===== src/rtl/lbb_pkg.sv =====
package lbb_pkg;

  localparam int unsigned CFG_ADDR_W = 3;
  localparam int unsigned CFG_DATA_W = 16;
  localparam int unsigned IN_DATA_W  = 32;
  localparam int unsigned OUT_DATA_W = 16;

  // Register indexes on the configuration channel.
  localparam logic [CFG_ADDR_W-1:0] REG_MODE          = 3'd0;
  localparam logic [CFG_ADDR_W-1:0] REG_ON_HOLD       = 3'd1;
  localparam logic [CFG_ADDR_W-1:0] REG_OFF_HOLD      = 3'd2;
  localparam logic [CFG_ADDR_W-1:0] REG_BLINK_COUNT   = 3'd3;
  localparam logic [CFG_ADDR_W-1:0] REG_GAP           = 3'd4;
  localparam logic [CFG_ADDR_W-1:0] REG_RAMP_UP       = 3'd5;
  localparam logic [CFG_ADDR_W-1:0] REG_RAMP_DOWN_END = 3'd6;

  // Pattern modes.
  localparam logic [1:0] MODE_BLINK_N      = 2'd0;
  localparam logic [1:0] MODE_BLINK_ALWAYS = 2'd1;
  localparam logic [1:0] MODE_BLINK_GAP    = 2'd2;
  localparam logic [1:0] MODE_BREATHE      = 2'd3;

  // Switch commands.
  localparam logic [1:0] CMD_NONE = 2'd0;
  localparam logic [1:0] CMD_ON   = 2'd1;
  localparam logic [1:0] CMD_OFF  = 2'd2;

  localparam logic [7:0] PULSE_MAX = 8'd255;

  // Register values after reset.
  localparam logic [1:0]  RST_MODE          = MODE_BLINK_N;
  localparam logic [15:0] RST_ON_HOLD       = 16'd500;
  localparam logic [15:0] RST_OFF_HOLD      = 16'd500;
  localparam logic [7:0]  RST_BLINK_COUNT   = 8'd3;
  localparam logic [15:0] RST_GAP           = 16'd2000;
  localparam logic [15:0] RST_RAMP_UP       = 16'd1000;
  localparam logic [15:0] RST_RAMP_DOWN_END = 16'd3000;

  typedef struct packed {
    logic [1:0]  mode;
    logic [15:0] on_hold_ms;
    logic [15:0] off_hold_ms;
    logic [7:0]  blink_count;
    logic [15:0] gap_ms;
    logic [15:0] ramp_up_ms;
    logic [15:0] ramp_down_end_ms;
  } cfg_t;

  // Write events that also touch the pattern state.
  typedef struct packed {
    logic       mode_wr;
    logic       count_wr;
    logic [1:0] mode;
    logic [7:0] count;
  } cfg_ev_t;

  typedef struct packed {
    logic [1:0] switch_cmd;
    logic       duty_valid;
    logic [7:0] duty;
  } res_t;

endpackage


===== src/rtl/led_blink_breathe_pattern.sv =====
// LED blink and breathe pattern generator.
// Each word on the input stream is one service call carrying the current
// millisecond time; each call gives exactly one result word on the output
// stream with the switch command, and in breathe mode the duty level.
// The configuration channel writes one register per handshake; cfg_ready is
// always high. The user must write registers only while no call is in flight;
// the block does not enforce this. An accepted call is held in an input
// register, evaluated against the pattern state once the result register
// is free or being taken, and captured there. One call is taken every cycle
// unless the output stalls; the limit is the single state update per call.
// When the receiver stalls the result register holds its word, the input
// register fills and in_tready drops until the result is taken.
// Reset brings all registers to their defaults (blink three times, 500 ms on
// and off) with the LED pattern at the start of the on phase.
module led_blink_breathe_pattern #(
  parameter logic [7:0] PULSE_MAX = lbb_pkg::PULSE_MAX
) (
  input  logic                           clk,
  input  logic                           rst_n,
  input  logic                           in_tvalid,
  output logic                           in_tready,
  input  logic [lbb_pkg::IN_DATA_W-1:0]  in_tdata,   // [31:0] now_ms
  output logic                           out_tvalid,
  input  logic                           out_tready,
  output logic [lbb_pkg::OUT_DATA_W-1:0] out_tdata,  // [1:0] switch_cmd, [9:2] duty, zero pad
  output logic                           out_tuser,  // [0] duty_valid
  input  logic                           cfg_valid,
  output logic                           cfg_ready,
  input  logic [lbb_pkg::CFG_ADDR_W-1:0] cfg_addr,
  input  logic [lbb_pkg::CFG_DATA_W-1:0] cfg_data
);
  import lbb_pkg::*;

  cfg_t    cfg;
  cfg_ev_t ev;
  res_t    res;

  logic        in_valid_r;
  logic [31:0] now_r;
  logic        advance;
  logic        out_valid_r;
  res_t        out_res_r;

  assign advance   = in_valid_r && (!out_valid_r || out_tready);
  assign in_tready = !in_valid_r || advance;

  always_ff @(posedge clk) begin
    if (!rst_n) begin
      in_valid_r <= 1'b0;
    end else if (in_tready) begin
      in_valid_r <= in_tvalid;
    end
  end

  always_ff @(posedge clk) begin
    if (in_tready && in_tvalid) begin
      now_r <= in_tdata;
    end
  end

  lbb_cfg_regs u_cfg (
    .clk       (clk),
    .rst_n     (rst_n),
    .cfg_valid (cfg_valid),
    .cfg_ready (cfg_ready),
    .cfg_addr  (cfg_addr),
    .cfg_data  (cfg_data),
    .cfg       (cfg),
    .ev        (ev)
  );

  lbb_core #(
    .PULSE_MAX (PULSE_MAX)
  ) u_core (
    .clk        (clk),
    .rst_n      (rst_n),
    .cfg        (cfg),
    .ev         (ev),
    .item_valid (advance),
    .now_ms     (now_r),
    .res        (res)
  );

  always_ff @(posedge clk) begin
    if (!rst_n) begin
      out_valid_r <= 1'b0;
    end else if (advance) begin
      out_valid_r <= 1'b1;
    end else if (out_tready) begin
      out_valid_r <= 1'b0;
    end
  end

  always_ff @(posedge clk) begin
    if (advance) begin
      out_res_r <= res;
    end
  end

  assign out_tvalid = out_valid_r;
  assign out_tdata  = {6'd0, out_res_r.duty, out_res_r.switch_cmd};
  assign out_tuser  = out_res_r.duty_valid;

endmodule


===== src/rtl/lbb_cfg_regs.sv =====
module lbb_cfg_regs (
  input  logic                           clk,
  input  logic                           rst_n,
  input  logic                           cfg_valid,
  output logic                           cfg_ready,
  input  logic [lbb_pkg::CFG_ADDR_W-1:0] cfg_addr,
  input  logic [lbb_pkg::CFG_DATA_W-1:0] cfg_data,
  output lbb_pkg::cfg_t                  cfg,
  output lbb_pkg::cfg_ev_t               ev
);
  import lbb_pkg::*;

  cfg_t cfg_r;
  logic wr;

  assign cfg_ready = 1'b1;
  assign wr        = cfg_valid & cfg_ready;
  assign cfg       = cfg_r;

  assign ev.mode_wr  = wr && (cfg_addr == REG_MODE);
  assign ev.count_wr = wr && (cfg_addr == REG_BLINK_COUNT);
  assign ev.mode     = cfg_data[1:0];
  assign ev.count    = cfg_data[7:0];

  always_ff @(posedge clk) begin
    if (!rst_n) begin
      cfg_r.mode             <= RST_MODE;
      cfg_r.on_hold_ms       <= RST_ON_HOLD;
      cfg_r.off_hold_ms      <= RST_OFF_HOLD;
      cfg_r.blink_count      <= RST_BLINK_COUNT;
      cfg_r.gap_ms           <= RST_GAP;
      cfg_r.ramp_up_ms       <= RST_RAMP_UP;
      cfg_r.ramp_down_end_ms <= RST_RAMP_DOWN_END;
    end else if (wr) begin
      case (cfg_addr)
        REG_MODE:          cfg_r.mode             <= cfg_data[1:0];
        REG_ON_HOLD:       cfg_r.on_hold_ms       <= cfg_data;
        REG_OFF_HOLD:      cfg_r.off_hold_ms      <= cfg_data;
        REG_BLINK_COUNT:   cfg_r.blink_count      <= cfg_data[7:0];
        REG_GAP:           cfg_r.gap_ms           <= cfg_data;
        REG_RAMP_UP:       cfg_r.ramp_up_ms       <= cfg_data;
        REG_RAMP_DOWN_END: cfg_r.ramp_down_end_ms <= cfg_data;
        default:           ;
      endcase
    end
  end

endmodule


===== src/rtl/lbb_core.sv =====
module lbb_core #(
  parameter logic [7:0] PULSE_MAX = lbb_pkg::PULSE_MAX
) (
  input  logic             clk,
  input  logic             rst_n,
  input  lbb_pkg::cfg_t    cfg,
  input  lbb_pkg::cfg_ev_t ev,
  input  logic             item_valid,
  input  logic [31:0]      now_ms,
  output lbb_pkg::res_t    res
);
  import lbb_pkg::*;

  logic        led_phase_r, led_phase_nxt;
  logic        armed_r, armed_nxt;
  logic [31:0] phase_start_r, phase_start_nxt;
  logic [7:0]  level_r, level_nxt;
  logic        gap_active_r, gap_active_nxt;
  logic [31:0] gap_start_r, gap_start_nxt;

  logic [31:0] elapsed;
  logic [31:0] gap_elapsed;
  logic [16:0] up_hold_end;
  logic [16:0] dark_end;
  logic        counted;
  logic        run_blink;

  assign elapsed     = now_ms - phase_start_r;
  assign gap_elapsed = now_ms - gap_start_r;
  assign up_hold_end = {1'b0, cfg.ramp_up_ms} + {1'b0, cfg.on_hold_ms};
  assign dark_end    = {1'b0, cfg.ramp_down_end_ms} + {1'b0, cfg.off_hold_ms};
  assign counted     = (cfg.mode != MODE_BLINK_ALWAYS);
  assign run_blink   = (cfg.mode == MODE_BLINK_N) || (cfg.mode == MODE_BLINK_ALWAYS) ||
                       ((cfg.mode == MODE_BLINK_GAP) && !gap_active_r);

  always_comb begin
    led_phase_nxt   = led_phase_r;
    armed_nxt       = armed_r;
    phase_start_nxt = phase_start_r;
    level_nxt       = level_r;
    gap_active_nxt  = gap_active_r;
    gap_start_nxt   = gap_start_r;
    res.switch_cmd  = CMD_NONE;
    res.duty_valid  = 1'b0;
    res.duty        = 8'd0;

    // On/off phases; a spent counter freezes the blink sequence.
    if (run_blink && !(counted && (level_r == 8'd0))) begin
      if (!armed_r) begin
        res.switch_cmd  = led_phase_r ? CMD_OFF : CMD_ON;
        armed_nxt       = 1'b1;
        phase_start_nxt = now_ms;
      end else if (!led_phase_r) begin
        if (elapsed > {16'd0, cfg.on_hold_ms}) begin
          armed_nxt     = 1'b0;
          led_phase_nxt = 1'b1;
        end
      end else if (elapsed > {16'd0, cfg.off_hold_ms}) begin
        armed_nxt     = 1'b0;
        led_phase_nxt = 1'b0;
        if (counted) begin
          level_nxt = level_r - 8'd1;
        end
      end
    end

    if (cfg.mode == MODE_BLINK_GAP) begin
      if (!gap_active_r) begin
        if (level_nxt == 8'd0) begin
          gap_active_nxt = 1'b1;
          gap_start_nxt  = now_ms;
          level_nxt      = cfg.blink_count;
        end
      end else if (gap_elapsed > {16'd0, cfg.gap_ms}) begin
        gap_active_nxt = 1'b0;
      end
    end

    if (cfg.mode == MODE_BREATHE) begin
      if (elapsed < {16'd0, cfg.ramp_up_ms}) begin
        if (level_r < PULSE_MAX) begin
          level_nxt = level_r + 8'd1;
        end
        res.duty_valid = 1'b1;
        res.duty       = level_nxt;
      end else if (elapsed < {15'd0, up_hold_end}) begin
        level_nxt      = PULSE_MAX;
        res.duty_valid = 1'b1;
        res.duty       = PULSE_MAX;
      end else if (elapsed < {16'd0, cfg.ramp_down_end_ms}) begin
        if (level_r != 8'd0) begin
          level_nxt = level_r - 8'd1;
        end
        res.duty_valid = 1'b1;
        res.duty       = level_nxt;
      end else if (elapsed < {15'd0, dark_end}) begin
        res.duty_valid = 1'b1;
      end else begin
        phase_start_nxt = now_ms;
        level_nxt       = 8'd0;
      end
    end
  end

  always_ff @(posedge clk) begin
    if (!rst_n) begin
      led_phase_r   <= 1'b0;
      armed_r       <= 1'b0;
      phase_start_r <= 32'd0;
      level_r       <= RST_BLINK_COUNT;
      gap_active_r  <= 1'b0;
      gap_start_r   <= 32'd0;
    end else if (ev.mode_wr) begin
      // A new mode starts the pattern from the top.
      led_phase_r   <= 1'b0;
      armed_r       <= 1'b0;
      phase_start_r <= 32'd0;
      level_r       <= (ev.mode == MODE_BREATHE) ? 8'd0 : cfg.blink_count;
      gap_active_r  <= 1'b0;
      gap_start_r   <= 32'd0;
    end else if (ev.count_wr) begin
      if (cfg.mode != MODE_BREATHE) begin
        level_r <= ev.count;
      end
    end else if (item_valid) begin
      led_phase_r   <= led_phase_nxt;
      armed_r       <= armed_nxt;
      phase_start_r <= phase_start_nxt;
      level_r       <= level_nxt;
      gap_active_r  <= gap_active_nxt;
      gap_start_r   <= gap_start_nxt;
    end
  end

  a_mode_wr_restarts: assert property (@(posedge clk) disable iff (!rst_n)
    ev.mode_wr |=> !armed_r && !led_phase_r && !gap_active_r && (phase_start_r == 32'd0))
    else $error("mode write did not restart the pattern");

  a_duty_only_breathe: assert property (@(posedge clk) disable iff (!rst_n)
    res.duty_valid |-> (cfg.mode == MODE_BREATHE) && (res.switch_cmd == CMD_NONE))
    else $error("duty set outside breathe mode");

  a_gap_only_cycle: assert property (@(posedge clk) disable iff (!rst_n)
    (!gap_active_r && (cfg.mode != MODE_BLINK_GAP)) |=> !gap_active_r)
    else $error("gap entered outside cycle mode");

  a_cmd_arms: assert property (@(posedge clk) disable iff (!rst_n)
    (item_valid && !ev.mode_wr && !ev.count_wr && (res.switch_cmd != CMD_NONE)) |=> armed_r)
    else $error("switch command issued without arming the phase");

endmodule

===== config.mk =====
export PLATFORM = sky130hd
export DESIGN_NAME = led_blink_breathe_pattern
export DESIGN_NICKNAME = d
export VERILOG_FILES = /design/src/rtl/lbb_pkg.sv /design/src/rtl/led_blink_breathe_pattern.sv /design/src/rtl/lbb_cfg_regs.sv /design/src/rtl/lbb_core.sv
export SDC_FILE = /design/constraint.sdc
export NUM_CORES = 1
export LEC_CHECK = 0
export BUFFER_PORTS_ARGS = -buffer_cell sky130_fd_sc_hd__buf_2
export CORE_UTILIZATION = 55
export CTS_CLUSTER_DIAMETER = 120
export DETAILED_ROUTE_END_ITERATION = 10
export GPL_TIMING_DRIVEN = 0
export PLACE_DENSITY = 0.83
export REMOVE_ABC_BUFFERS = 1
export SKIP_CTS_REPAIR_TIMING = 1
export SYNTH_ARGS = -nofsm -noshare
export SYNTH_HDL_FRONTEND = slang
export SYNTH_SLANG_ARGS = --single-unit

===== constraint.sdc =====
create_clock -name clk -period 4.6 [get_ports clk]
set_input_delay 0.23 -clock clk [delete_from_list [all_inputs] [get_ports clk]]
set_output_delay 0.23 -clock clk [all_outputs]
set_load 0.005 [all_outputs]

==> summary.txt <==
Setup path
  – Crit path DAT: 5.58 ns
  – CP delay by family, top: compound AO/OA/AOI/OAI gates
  – Startpoint types: register
  – CP required: 5.01 ns
  – Critical path's slowest cell: ha_1
  – Worst Path Buf+Inv: 3
  – Critical path peak fanout: 5
  – CP cell instances: ha_1 -> nand2_1 -> nor2_2 -> o21ai_4 -> nand2_2 -> inv_2 -> o21ai_2 -> a21o_1 -> a21oi_4 -> xnor2_4 -> ha_4 -> a21o_1 -> a21o_1 -> a221oi_2 -> o21ai_1 -> o31ai_2 -> nand2_2 -> o21a_4 -> buf_4 -> mux2i_4 -> buf_6 -> a211oi_4 -> o2bb2a_4 -> o22ai_2
  – Worst path max stage delay: 0.56 ns
  – Crit end category: register
  – Setup CP Type: reg -> reg
  – Crit-path most repeated cell: a21o_1
  – Flop2flop setup slack: -0.57 ns

STA
  – F_max: 193 MHz
  – Final Max Slew Viols: 0
  – Final Cycle Share: 1.12
  – Slew HR: 0.168
  – TNS Setup: -36.30 ns
  – Count of final setup violators: 81
  – Final setup margin: -0.570 ns
  – Hold Slack: 0.00293 ns
  – Fin. Hold Viols: 0
  – Period minus WS final: 5.17 ns
  – Setup skew after layout: 0.0226 ns
  – Worst Tran Pin Value: 1.24 ns
  – Unrepaired setup endpoints after global routing: yes

CTS
  – Clock Sinks: 210
  – Root buf cell: clkbuf_16
  – CTS tree: done
  – Clk_lat worst skew: 0.55 ns
  – CTS Buf Count: 25
  – Clk slew on worst S/H paths: 0.06 ns
  – H-tree Lvls: 1
  – Bufs on Longest Clock Path: 3

Place
  – Routability cong.: 0.930
  – Placed wire-length estimate: 33200 um
  – Dpl cells: 2426
  – Pre-CTS WS: -2.17 ns
  – IO buf count: 68

Floorplanning
  – Starting Density: 0.564
  – Die Height: 174 um
  – Core ar.: 29000 um2
  – IO Count: 76
  – Die area: 30400 um2
  – Site row count: 62
  – Die X: 174 um

Logic synthesis
  – Synth Cell Area: 16400 um2
  – Async SR Flop Fraction: 0
  – Cell variety after synth: 84
  – Xor/xnor cell area share of the yosys netlist: 0.0444
  – Synth area leaders: dfxtp_1 (20%), ha_1 (16%), edfxtp_1 (7.9%)
  – Post-synth top flop: dfxtp_1
  – Synth Area in Simple Gates: 0.186
  – Synthesized flop and latch total: 210
  – Post-synthesis sequential area ratio: 0.283
  – Number of flops mapped to enable cells by yosys: 43
  – Most common library cells after synthesis: nand2_1 (308), ha_1 (206), inv_1 (182), dfxtp_1 (167), a21oi_1 (144)
  – Mux cell area share after synthesis: 0.0236
  – Largest family of logic cells by synthesized area: compound AO/OA/AOI/OAI gates
  – Cell count after synthesis: 2049
  – Yosys warns: 0
  – Top cell type by total area after synthesis: dfxtp_1
  – Most frequent cell after synthesis: nand2_1
  – Compound-Gate Fraction of Synth Area: 0.234
  – Post-synthesis adder-cell area fraction: 0.162
  – Synth top area share: 0.204
  – Mapped Avg Cell Area: 7.99 um2

Global route
  – Initial antenna violation count: 2
  – Vias in the first global route: 14695
  – GRT Total Usage: 0.290
  – Largest net degree at the start of global routing: 104
  – First-pass GRT wire length: 72300 um
  – Grt total ovfl: 0

Outcome
  – Failing checks: setup timing
  – Status: complete, but fails checks

Hold path
  – Worst min path class: in -> reg

Routing
  – Via count: 16122
  – Post-DRT Antenna Nets: 0
  – Drt pass-1 iters: 6
  – Remaining DRCs: 0
  – WL final: 51100 um
  – DR WL/cell: 19.8 um
  – DRT iter0 DRCs: 1325
  – Vias per cell: 6.25

Run
  – Maxcap violations: 0

Final layout
  – Layout area overhead: 21.7%
  – NumNets Final: 2445
  – Fin cells: 2581
  – Post-Route Utilization: 0.686
  – Share of cells above drive strength 1: 0.178

Power and ir drop
  – Pwr dens: 291 nW/um2
  – Maximum VDD drop: 0.000319 V
  – P_leak: 7.90 nW
==> report_power, final <==
group / switching, mW / internal [mW]
registers: 0.0736 / 1.95
logic: 1.07 / 0.817
clock network: 0.820 / 1.08
total: 1.96 / 3.84
==> cell families after synthesis <==
logic type,after synthesis
multiplexers,38
flip-flops,210
AO/OA/AOI/OAI,568
buffers and inverters,268
AND/OR/NAND/NOR,670
adder cells (fa/ha/maj),210
other,2
XOR/XNOR,83
==> worst reg2reg max path: cells and delay by family (launching register included) <==
family	cells	cell delay [ns]
buf+inv	3	0.34
flops	1	0.49
xor+xnor	1	0.36
fa+ha+maj	2	0.83
mux	1	0.21
simple gates	4	0.64
compound gates	13	2.17
==> placed cells by master (no fill, tap or decap), types with 39 or more instances in the layout <==
| master | n |
|---|---|
| inv_1 | 178 |
| nand3_1 | 42 |
| dfxtp_1 | 161 |
| o21ai_0 | 62 |
| a21boi_0 | 65 |
| edfxtp_1 | 43 |
| nand2_1 | 278 |
| buf_2 | 67 |
| o211ai_1 | 45 |
| nor2_1 | 117 |
| a21oi_1 | 116 |
| a21o_1 | 40 |
| buf_4 | 45 |
| xnor2_1 | 39 |
| ha_1 | 193 |
==> registers in the layout, indices dropped and copies added (netlist names) <==
register	cells
in_valid_r	1
now_r	32
out_tdata	10
out_tuser	1
out_tvalid	1
u_cfg.cfg	90
u_core.armed_r	1
u_core.gap_active_r	1
u_core.gap_start_r	32
u_core.led_phase_r	1
u_core.level_r	8
u_core.phase_start_r	32
==> final timing paths <==
path | start | end | cells after the start
setup reg to reg | now_r[5] | u_core.level_r[5] | 24
hold / removal | cfg_data[15] | u_cfg.cfg[87] | 3
hold reg to reg | u_core.gap_start_r[18] | u_core.gap_start_r[18] | 2
setup / recovery | now_r[5] | u_core.level_r[5] | 24
==> per-layer routing <==
| layer | up-vias | global-route usage | share of wire |
|---|---|---|---|
| met5 | - | 0 | 0 |
| met1 | 7600 | 0.353 | 0.39 |
| met2 | 759 | 0.501 | 0.47 |
| met4 | 0 | 0.147 | 0.063 |
| li1 | 7547 | - | - |
| met3 | 216 | 0.0357 | 0.076 |
==> per-stage QoR <==
| stage | power (mW) | cell area, um2 |
|---|---|---|
| finish | 5.80 | 19900 |
| global route | 6.04 | 19900 |
| CTS | 5.34 | 17700 |
| detailed placement | 3.47 | 16900 |
| global placement | 3.41 | 16800 |
| floorplan | 3.04 | 16000 |
==> cell type report <==
cell class | count | area [um2]
Inverter | 183 | 687
Antenna cell | 2 | 5.00
Sequential cell | 210 | 4640
Timing Repair Buffer | 178 | 1530
Clock inverter | 9 | 55.1
Multi-Input combinational cell | 1581 | 11800
Clock buffer | 34 | 711
Fill cell | 2100 | 9110
Tap cell | 384 | 480
Note: power is estimated with default switching activity, not from simulation.
